[src/rtl/core/rhtt_pkg.sv]
`timescale 1ns / 1ps

package rhtt_pkg;

    // table geometry
    localparam int TABLE_ENTRIES = 32;
    localparam int IDX_BITS      = (TABLE_ENTRIES > 1) ? $clog2(TABLE_ENTRIES) : 1;
    localparam int CNT_BITS      = $clog2(TABLE_ENTRIES + 1);

    // item fields
    localparam int COORD_BITS  = 16;
    localparam int ID_BITS     = 16;
    localparam int CMD_BITS    = 3;
    localparam int STATUS_BITS = 2;

    // stream packing
    localparam int PAYLOAD_BITS = ID_BITS + 4 * COORD_BITS;
    localparam int TDATA_BITS   = ((PAYLOAD_BITS + 7) / 8) * 8;
    localparam int M_TUSER_BITS = STATUS_BITS + 1;

    typedef logic signed [COORD_BITS-1:0] coord_t;
    typedef logic [ID_BITS-1:0]           id_t;

    typedef struct packed {
        coord_t bottom;
        coord_t right;
        coord_t top;
        coord_t left;
    } rect_t;

    typedef struct packed {
        id_t   id;
        rect_t rect;
    } entry_t;

    localparam coord_t COORD_MAX = coord_t'({1'b0, {(COORD_BITS - 1){1'b1}}});
    localparam coord_t COORD_MIN = coord_t'({1'b1, {(COORD_BITS - 1){1'b0}}});

    typedef enum logic [CMD_BITS-1:0] {
        CMD_INSERT     = 3'd0,
        CMD_REMOVE     = 3'd1,
        CMD_CLEAR      = 3'd2,
        CMD_POINT      = 3'd3,
        CMD_RECT       = 3'd4,
        CMD_EXTENT     = 3'd5,
        CMD_UPPER_LEFT = 3'd6
    } cmd_t;

    typedef enum logic [STATUS_BITS-1:0] {
        ST_OK   = 2'd0,
        ST_FULL = 2'd1,
        ST_NONE = 2'd2
    } status_t;

    typedef enum logic [1:0] {
        S_IDLE   = 2'd0,
        S_SCAN   = 2'd1,
        S_FINISH = 2'd2
    } state_t;

endpackage

[src/rtl/core/rectangle_hit_test_table.sv]
`timescale 1ns / 1ps

// rectangle hit-test table
// keeps up to TABLE_ENTRIES items, each an id with an inclusive rectangle, and answers
// insert, remove, clear, point query, rectangle query, extent and upper-left commands
// input channel s_axis: one transfer per command, the command code in tuser and the
// id and rectangle in tdata; a point query takes left as x and top as y
// output channel m_axis: status and found in tuser, id and rectangle in tdata, tlast on
// the final result of a command; a point or rectangle query gives one result per
// matching slot in slot order, or one not-found result, every other command exactly one
// result; all entries sit in one synchronous memory read one slot per cycle unless the
// scan is paused, valid marks in flops; clear and unknown codes go straight to the finish
// state, which loads their result into the output register; every other command needs
// a full pass over the table through the single memory read port
// one command at a time; the next input transfer is taken once the final result sits
// in the output register
// reset clears every valid mark, so the table starts empty with no clearing pass
// a stalled receiver holds the output register; the scan pauses on the next match until
// that result is taken, nothing is dropped or repeated

module rectangle_hit_test_table (
    input  logic                              clk,
    input  logic                              rst_n,
    // input command
    input  logic                              s_axis_tvalid,
    output logic                              s_axis_tready,
    input  logic [rhtt_pkg::TDATA_BITS-1:0]   s_axis_tdata,  // item_id, left, top, right, bottom
    input  logic [rhtt_pkg::CMD_BITS-1:0]     s_axis_tuser,  // cmd
    // results
    output logic                              m_axis_tvalid,
    input  logic                              m_axis_tready,
    output logic [rhtt_pkg::TDATA_BITS-1:0]   m_axis_tdata,  // result_id, out_left, out_top,
                                                             // out_right, out_bottom
    output logic [rhtt_pkg::M_TUSER_BITS-1:0] m_axis_tuser,  // status, found
    output logic                              m_axis_tlast
);

    import rhtt_pkg::*;

    // control state
    state_t                state_reg, state_next;
    logic [TABLE_ENTRIES-1:0] valid_reg;

    // latched command
    cmd_t   cmd_reg;
    id_t    qid_reg;
    rect_t  qrect_reg;
    logic   qvalid_reg;

    // table memory and its read stage
    entry_t mem [TABLE_ENTRIES];
    entry_t rd_data_reg;
    logic [CNT_BITS-1:0] s_idx_reg;
    logic                d_vld_reg;
    logic [IDX_BITS-1:0] d_idx_reg;

    // scan accumulators
    logic                fm_vld_reg;   // first slot holding the id
    logic [IDX_BITS-1:0] fm_idx_reg;
    logic                ff_vld_reg;   // first free slot
    logic [IDX_BITS-1:0] ff_idx_reg;
    logic                sel_vld_reg;  // held match, best choice or extent
    entry_t              sel_reg;

    // output register
    logic    out_vld_reg;
    status_t out_status_reg;
    logic    out_found_reg;
    id_t     out_id_reg;
    rect_t   out_rect_reg;
    logic    out_last_reg;

    // input unpacking
    cmd_t  in_cmd;
    id_t   in_id;
    rect_t in_rect;

    // datapath signals
    rect_t   r;
    logic    slot_valid;
    logic    pt_hit;
    logic    rc_hit;
    logic    hit;
    logic    emit_mid;
    logic    out_free;
    logic    adv;
    logic    issue;
    logic    scan_done;
    logic    in_xfer;
    logic    fin_load;
    logic    mid_load;
    logic    wr_en;
    logic [IDX_BITS-1:0] wr_idx;

    status_t fin_status;
    logic    fin_found;
    id_t     fin_id;
    rect_t   fin_rect;

    always_comb
    begin
        in_cmd       = cmd_t'(s_axis_tuser);
        in_id        = s_axis_tdata[0 +: ID_BITS];
        in_rect.left   = s_axis_tdata[ID_BITS +: COORD_BITS];
        in_rect.top    = s_axis_tdata[ID_BITS + COORD_BITS +: COORD_BITS];
        in_rect.right  = s_axis_tdata[ID_BITS + 2 * COORD_BITS +: COORD_BITS];
        in_rect.bottom = s_axis_tdata[ID_BITS + 3 * COORD_BITS +: COORD_BITS];
    end

    // hit test on the slot coming out of the memory
    always_comb
    begin
        r          = rd_data_reg.rect;
        slot_valid = valid_reg[d_idx_reg];
        pt_hit     = (r.left <= qrect_reg.left) && (qrect_reg.left <= r.right)
                  && (r.top <= qrect_reg.top) && (qrect_reg.top <= r.bottom);
        rc_hit     = qvalid_reg && (r.left <= r.right) && (r.top <= r.bottom)
                  && !((qrect_reg.left > r.right) || (qrect_reg.right < r.left)
                    || (qrect_reg.top > r.bottom) || (qrect_reg.bottom < r.top));
        hit        = 1'b0;
        if (d_vld_reg && slot_valid)
        begin
            if (cmd_reg == CMD_POINT)
                hit = pt_hit;
            else if (cmd_reg == CMD_RECT)
                hit = rc_hit;
        end
        // a new hit pushes the held one out, which is then known not to be the last
        emit_mid = hit && sel_vld_reg;
        out_free = !out_vld_reg || m_axis_tready;
        adv      = !(emit_mid && !out_free);
    end

    // next state
    always_comb
    begin
        state_next = state_reg;
        unique case (state_reg)
            S_IDLE:
            begin
                if (s_axis_tvalid)
                begin
                    if ((in_cmd == CMD_CLEAR) || (s_axis_tuser > CMD_BITS'(CMD_UPPER_LEFT)))
                        state_next = S_FINISH;
                    else
                        state_next = S_SCAN;
                end
            end
            S_SCAN:
            begin
                if (scan_done)
                    state_next = S_FINISH;
            end
            S_FINISH:
            begin
                if (out_free)
                    state_next = S_IDLE;
            end
            default:
            begin
                state_next = S_IDLE;
            end
        endcase
    end

    // control outputs of the sequencer
    always_comb
    begin
        s_axis_tready = (state_reg == S_IDLE);
        in_xfer       = s_axis_tvalid && s_axis_tready;
        issue         = (state_reg == S_SCAN) && (s_idx_reg < CNT_BITS'(TABLE_ENTRIES));
        scan_done     = (state_reg == S_SCAN) && !issue && (!d_vld_reg || adv);
        fin_load      = (state_reg == S_FINISH) && out_free;
        mid_load      = d_vld_reg && adv && emit_mid;
        wr_en         = fin_load && (cmd_reg == CMD_INSERT) && (fm_vld_reg || ff_vld_reg);
        wr_idx        = fm_vld_reg ? fm_idx_reg : ff_idx_reg;
    end

    // final result of a command
    always_comb
    begin
        fin_status = ST_OK;
        fin_found  = 1'b0;
        fin_id     = '0;
        fin_rect   = '0;
        unique case (cmd_reg)
            CMD_INSERT:
            begin
                fin_id = qid_reg;
                if (!(fm_vld_reg || ff_vld_reg))
                    fin_status = ST_FULL;
            end
            CMD_REMOVE:
            begin
                fin_id = qid_reg;
                if (!fm_vld_reg)
                    fin_status = ST_NONE;
            end
            CMD_POINT, CMD_RECT, CMD_UPPER_LEFT:
            begin
                if (sel_vld_reg)
                begin
                    fin_found = 1'b1;
                    fin_id    = sel_reg.id;
                    fin_rect  = sel_reg.rect;
                end
                else
                begin
                    fin_status = ST_NONE;
                end
            end
            CMD_EXTENT:
            begin
                fin_found = sel_vld_reg;
                fin_rect  = sel_reg.rect;
            end
            default:
            begin
                // clear and unused codes give an all-zero result
                fin_status = ST_OK;
            end
        endcase
    end

    // control registers
    always_ff @(posedge clk or negedge rst_n)
    begin
        if (!rst_n)
        begin
            state_reg   <= S_IDLE;
            valid_reg   <= '0;
            s_idx_reg   <= '0;
            d_vld_reg   <= 1'b0;
            fm_vld_reg  <= 1'b0;
            ff_vld_reg  <= 1'b0;
            sel_vld_reg <= 1'b0;
            out_vld_reg <= 1'b0;
        end
        else
        begin
            state_reg <= state_next;

            if (in_xfer)
            begin
                s_idx_reg   <= '0;
                fm_vld_reg  <= 1'b0;
                ff_vld_reg  <= 1'b0;
                sel_vld_reg <= 1'b0;
            end

            if (adv)
            begin
                d_vld_reg <= issue;
                if (issue)
                    s_idx_reg <= s_idx_reg + 1'b1;
            end

            if (d_vld_reg && adv)
            begin
                if (slot_valid && (rd_data_reg.id == qid_reg) && !fm_vld_reg)
                    fm_vld_reg <= 1'b1;
                if (!slot_valid && !ff_vld_reg)
                    ff_vld_reg <= 1'b1;
                if (hit)
                    sel_vld_reg <= 1'b1;
                if (slot_valid && ((cmd_reg == CMD_EXTENT) || (cmd_reg == CMD_UPPER_LEFT)))
                    sel_vld_reg <= 1'b1;
            end

            // table updates land once the scan is over, so no read overlaps them
            if (fin_load)
            begin
                if (cmd_reg == CMD_CLEAR)
                    valid_reg <= '0;
                else if ((cmd_reg == CMD_REMOVE) && fm_vld_reg)
                    valid_reg[fm_idx_reg] <= 1'b0;
                else if (wr_en)
                    valid_reg[wr_idx] <= 1'b1;
            end

            if (mid_load || fin_load)
                out_vld_reg <= 1'b1;
            else if (m_axis_tready)
                out_vld_reg <= 1'b0;
        end
    end

    // table memory, one write port and one registered read port
    always_ff @(posedge clk)
    begin
        if (wr_en)
            mem[wr_idx] <= {qid_reg, qrect_reg};
        if (issue && adv)
            rd_data_reg <= mem[s_idx_reg[IDX_BITS-1:0]];
    end

    // payload registers
    always_ff @(posedge clk)
    begin
        if (in_xfer)
        begin
            cmd_reg        <= in_cmd;
            qid_reg        <= in_id;
            qrect_reg      <= in_rect;
            qvalid_reg     <= (in_rect.left <= in_rect.right) && (in_rect.top <= in_rect.bottom);
            // inverted maximum rectangle seeds the extent
            sel_reg.rect.left   <= COORD_MAX;
            sel_reg.rect.top    <= COORD_MAX;
            sel_reg.rect.right  <= COORD_MIN;
            sel_reg.rect.bottom <= COORD_MIN;
        end

        if (adv)
            d_idx_reg <= s_idx_reg[IDX_BITS-1:0];

        if (d_vld_reg && adv)
        begin
            if (slot_valid && (rd_data_reg.id == qid_reg) && !fm_vld_reg)
                fm_idx_reg <= d_idx_reg;
            if (!slot_valid && !ff_vld_reg)
                ff_idx_reg <= d_idx_reg;

            if (hit)
                sel_reg <= rd_data_reg;

            if (slot_valid && (cmd_reg == CMD_EXTENT))
            begin
                if (r.left < sel_reg.rect.left)
                    sel_reg.rect.left <= r.left;
                if (r.top < sel_reg.rect.top)
                    sel_reg.rect.top <= r.top;
                if (r.right > sel_reg.rect.right)
                    sel_reg.rect.right <= r.right;
                if (r.bottom > sel_reg.rect.bottom)
                    sel_reg.rect.bottom <= r.bottom;
            end

            // running upper-left rule, first valid slot taken without a comparison
            if (slot_valid && (cmd_reg == CMD_UPPER_LEFT)
                && (!sel_vld_reg
                    || ((r.left <= sel_reg.rect.left) && (r.top <= sel_reg.rect.top))))
                sel_reg <= rd_data_reg;
        end

        if (mid_load)
        begin
            out_status_reg <= ST_OK;
            out_found_reg  <= 1'b1;
            out_id_reg     <= sel_reg.id;
            out_rect_reg   <= sel_reg.rect;
            out_last_reg   <= 1'b0;
        end
        else if (fin_load)
        begin
            out_status_reg <= fin_status;
            out_found_reg  <= fin_found;
            out_id_reg     <= fin_id;
            out_rect_reg   <= fin_rect;
            out_last_reg   <= 1'b1;
        end
    end

    // output packing
    always_comb
    begin
        m_axis_tvalid = out_vld_reg;
        m_axis_tlast  = out_last_reg;
        m_axis_tuser  = {out_found_reg, out_status_reg};
        m_axis_tdata  = '0;
        m_axis_tdata[0 +: ID_BITS]                        = out_id_reg;
        m_axis_tdata[ID_BITS +: COORD_BITS]               = out_rect_reg.left;
        m_axis_tdata[ID_BITS + COORD_BITS +: COORD_BITS]     = out_rect_reg.top;
        m_axis_tdata[ID_BITS + 2 * COORD_BITS +: COORD_BITS] = out_rect_reg.right;
        m_axis_tdata[ID_BITS + 3 * COORD_BITS +: COORD_BITS] = out_rect_reg.bottom;
    end

endmodule

[config.mk]
export PLATFORM = sky130hd
export DESIGN_NAME = rectangle_hit_test_table
export DESIGN_NICKNAME = d
export VERILOG_FILES = /design/src/rtl/core/rhtt_pkg.sv /design/src/rtl/core/rectangle_hit_test_table.sv
export SDC_FILE = /design/constraint.sdc
export NUM_CORES = 2
export LEC_CHECK = 0
export BUFFER_PORTS_ARGS = -buffer_cell sky130_fd_sc_hd__buf_4
export CORE_ASPECT_RATIO = 1.1
export CORE_MARGIN = 1.5
export CORE_UTILIZATION = 60
export CTS_CLUSTER_SIZE = 20
export DETAILED_ROUTE_END_ITERATION = 8
export PLACE_DENSITY_LB_ADDON = 0.1
export REMOVE_ABC_BUFFERS = 1
export SLEW_MARGIN = 20
export SYNTH_ARGS = -nofsm -noshare
export SYNTH_HDL_FRONTEND = slang
export SYNTH_SLANG_ARGS = --single-unit
export TNS_END_PERCENT = 100
[constraint.sdc]
create_clock -name clk -period 8.56 [get_ports clk]
set_input_delay 1.712 -clock clk [delete_from_list [all_inputs] [get_ports clk]]
set_output_delay 1.712 -clock clk [all_outputs]
set_load 0.1 [all_outputs]
==> results.json <==
{
  "cp_cell_sequence": "inv_1 > ha_1 > nand4_1 > nor4_1 > o21ai_0 > a31o_2 > o211ai_1 > a21boi_0 > nor3_1 > a41oi_1 > inv_4 > buf_4",
  "drt_wl_total_um": 296100,
  "slew_headroom_pct": 21.82,
  "wl_per_cell_um": 34.46,
  "antenna_found_initial": 9,
  "hpwl_um": 161200,
  "syn_inst": 5405,
  "cts_htree_levels": 5,
  "cts_made_buffers": 303,
  "placed_cell_area_um2": 121900,
  "syn_area_um2": 116700,
  "rows": 169,
  "slowest_delay_ns": 1.02,
  "synth_flop_cell": "edfxtp_1",
  "grt_usage_pct": 30.47,
  "die_w_um": 423.4,
  "startpoint_type": "flip-flop",
  "hold_class": "flip-flop to flip-flop",
  "ys.warnings.count": 0,
  "synth_enable_flop_cells": 2835,
  "gp_congestion": 0.9180,
  "required_ns": 9.12,
  "final_nets": 6115,
  "initial_core_util_pct": 60.43,
  "synth.top_cell.area_share_pct": 72.97,
  "root_buffer": "clkbuf_16",
  "drc": 0,
  "grt.overflow.total": 0,
  "drive_gt1_share_pct": 27.87,
  "slew_viol_final": 0,
  "worstSkewPairLatency_ns": 0.95,
  "finalHoldViolations": 0,
  "syn_avg_cell_area_um2": 21.58,
  "via_count": 57250,
  "status": "finished, final reports clean",
  "grt_setup_unrepaired": "no",
  "yosys.area.top_type": "edfxtp_1",
  "dr.pass1.iters": 6,
  "irDropWorstVdd_mv": 0.2664,
  "fin_crit_ns": 5.877,
  "setup_ws_ns": 2.683,
  "clkTransAtPathRegs_ns": 0.06,
  "setup_violations": 0,
  "holdBufCountCts": 0,
  "fillerInstances": 11980,
  "drt-initial-drc-count": 7606,
  "drt-vias-per-instance": 6.662,
  "cts_resized": 0,
  "tightest_slew_ns": 1.173,
  "power_density_nw_per_um2": 310.2,
  "final_util_pct": 68.06,
  "final.setup_skew_ns": 0.04810,
  "critPathCaptureType": "flip-flop",
  "synth.distinct_cells": 71,
  "core_area_um2": 193100,
  "syn_to_final_growth_pct": 12.63,
  "dieArea_um2": 197100,
  "slowest_stage": "edfxtp_1",
  "drv_cap": 0,
  "cp.arrival_ns": 6.44,
  "pin_count": 173,
  "final_area_um2": 131400,
  "grt_pass1_wl_um": 420800,
  "die_h_um": 465.5,
  "critPathKind": "flip-flop to flip-flop",
  "place_ws_ns": 2.713,
  "ys_seq_elements": 2948,
  "max_clock_freq_mhz": 170.2,
  "p_leak_nw": 43.26,
  "crit_fanout": 48,
  "critPathTopFamily": "compound AO/OA/AOI/OAI gates",
  "cts_tree": "done",
  "cts_sinks": 2948,
  "grt_pass1_vias": 57730,
  "cp_num_buf_inv": 3,
  "largest_reg_flops": 2560,
  "cts_buffer_depth": 4,
  "period_share_pct": 68.66,
  "synth_area_leaders": "edfxtp_1 73%, mux4_2 15%, ha_1 2.4%",
  "async_reset_ff_share_pct": 1.526,
  "grt_max_degree": 135,
  "postCtsSetupBuffers": 0,
  "antenna_left": 0,
  "io_buffers": 172,
  "ys_seq_area_share_pct": 75.10
}
==> metrics by stage <==
| step | power, mW | hold WS (ns) | instances | setup TNS, ns |
|---|---|---|---|---|
| floorplan | 26.12 | 0.4432 | 5172 | -1510.22 |
| global placement | 28.41 | 0.4604 | 8044 | 0 |
| detailed placement | 28.54 | 0.4716 | 8046 | 0 |
| CTS | 40.96 | 0.4806 | 8567 | 0 |
| global route | 42.21 | 0.4995 | 8588 | 0 |
| finish | 40.76 | 0.4850 | 8593 | 0 |
==> synthesized netlist by cell type, drive strengths merged, types with 6 or more instances <==
cell and instances:
dfxtp 68, o21ai 69, mux2i 81, a21o 28
nor4 9, nand4 36, a22o 17, and2 82
o21a 17, a21oi 134, buf 48, nand2 110
nor2b 25, clkbuf 185, a31oi 6, mux2 88
a211oi 7, xnor2 19, nand2b 21, ha 223
and3 9, mux4 800, or3 6, inv 210
nand3 17, nor3 14, nor2 103, o211ai 11
dfrtp 45, edfxtp 2835
==> layout make-up <==
class                   instances  area (µm²)  area share, %
inverters                     210       795.8         0.6056
multi-input cells            2014       27600          21.01
clock buffers                 383        8089          6.156
diodes                          7       17.52        0.01333
well taps                    2565        3209          2.442
clock inverters               138        1146         0.8722
flip-flops and latches       2948       87640          66.69
repair buffers                328        2904          2.210
==> report_power, final <==
group          switching, mW  total (mW)  leakage (nW)  internal [mW]
Sequential             0.858        17.7          26.8           16.9
Combinational           5.52        10.5          12.0           5.00
Clock                   5.29        12.5          4.53           7.23
==> metal layers <==
metal / part of all wire [%] / GRT usage [%] / vias up
met2: 49 / 49.30 / 2917
met3: 8.4 / 4.871 / 493
met1: 39 / 42.94 / 30580
met5: 0.015 / 0 / -
li1: - / - / 23260
met4: 3.6 / 10.60 / 6
==> worst reg2reg max path, cell delays in order (launching register included) <==
cell	delay (ns)
edfxtp_1	1.02
inv_1	0.12
ha_1	0.37
nand4_1	0.18
nor4_1	0.40
o21ai_0	0.19
a31o_2	0.26
o211ai_1	0.29
a21boi_0	0.37
nor3_1	0.61
a41oi_1	0.36
inv_4	0.72
buf_4	0.56
==> worst paths after layout <==
kind	end	slack, ns	startpoint	cells after the start
min in group asynchronous	s_idx_reg[0]	0.80	rst_n	1
max in group asynchronous	s_idx_reg[3]	7.19	rst_n	1
hold reg to reg	sel_reg[51]	0.48	sel_reg[51]	2
hold / removal	sel_reg[51]	0.48	sel_reg[51]	2
setup reg to reg	m_axis_tdata[61]	2.68	qrect_reg[15]	12
setup / recovery	m_axis_tdata[61]	2.68	qrect_reg[15]	12
==> placed cells by master (no fill, tap or decap), drive strengths merged, types with 103 or more instances in the layout <==
| master | count |
|---|---|
| a21oi | 134 |
| mux4 | 800 |
| buf | 328 |
| ha | 223 |
| nor2 | 103 |
| edfxtp | 2835 |
| clkbuf | 383 |
| nand2 | 110 |
| inv | 214 |
| clkinv | 108 |
==> kinds of logic after synthesis <==
logic type | after synthesis | synth area share, %
DFF | 2948 | 75.10
and+or+nand+nor | 457 | 2.015
buffers and inverters | 443 | 1.480
AOI/OAI and AO/OA | 346 | 1.881
xor gates and xnor gates | 19 | 0.1426
muxes | 969 | 16.99
adders and majority gates | 223 | 2.392
No activity file was read; power rests on OpenSTA's default activity.
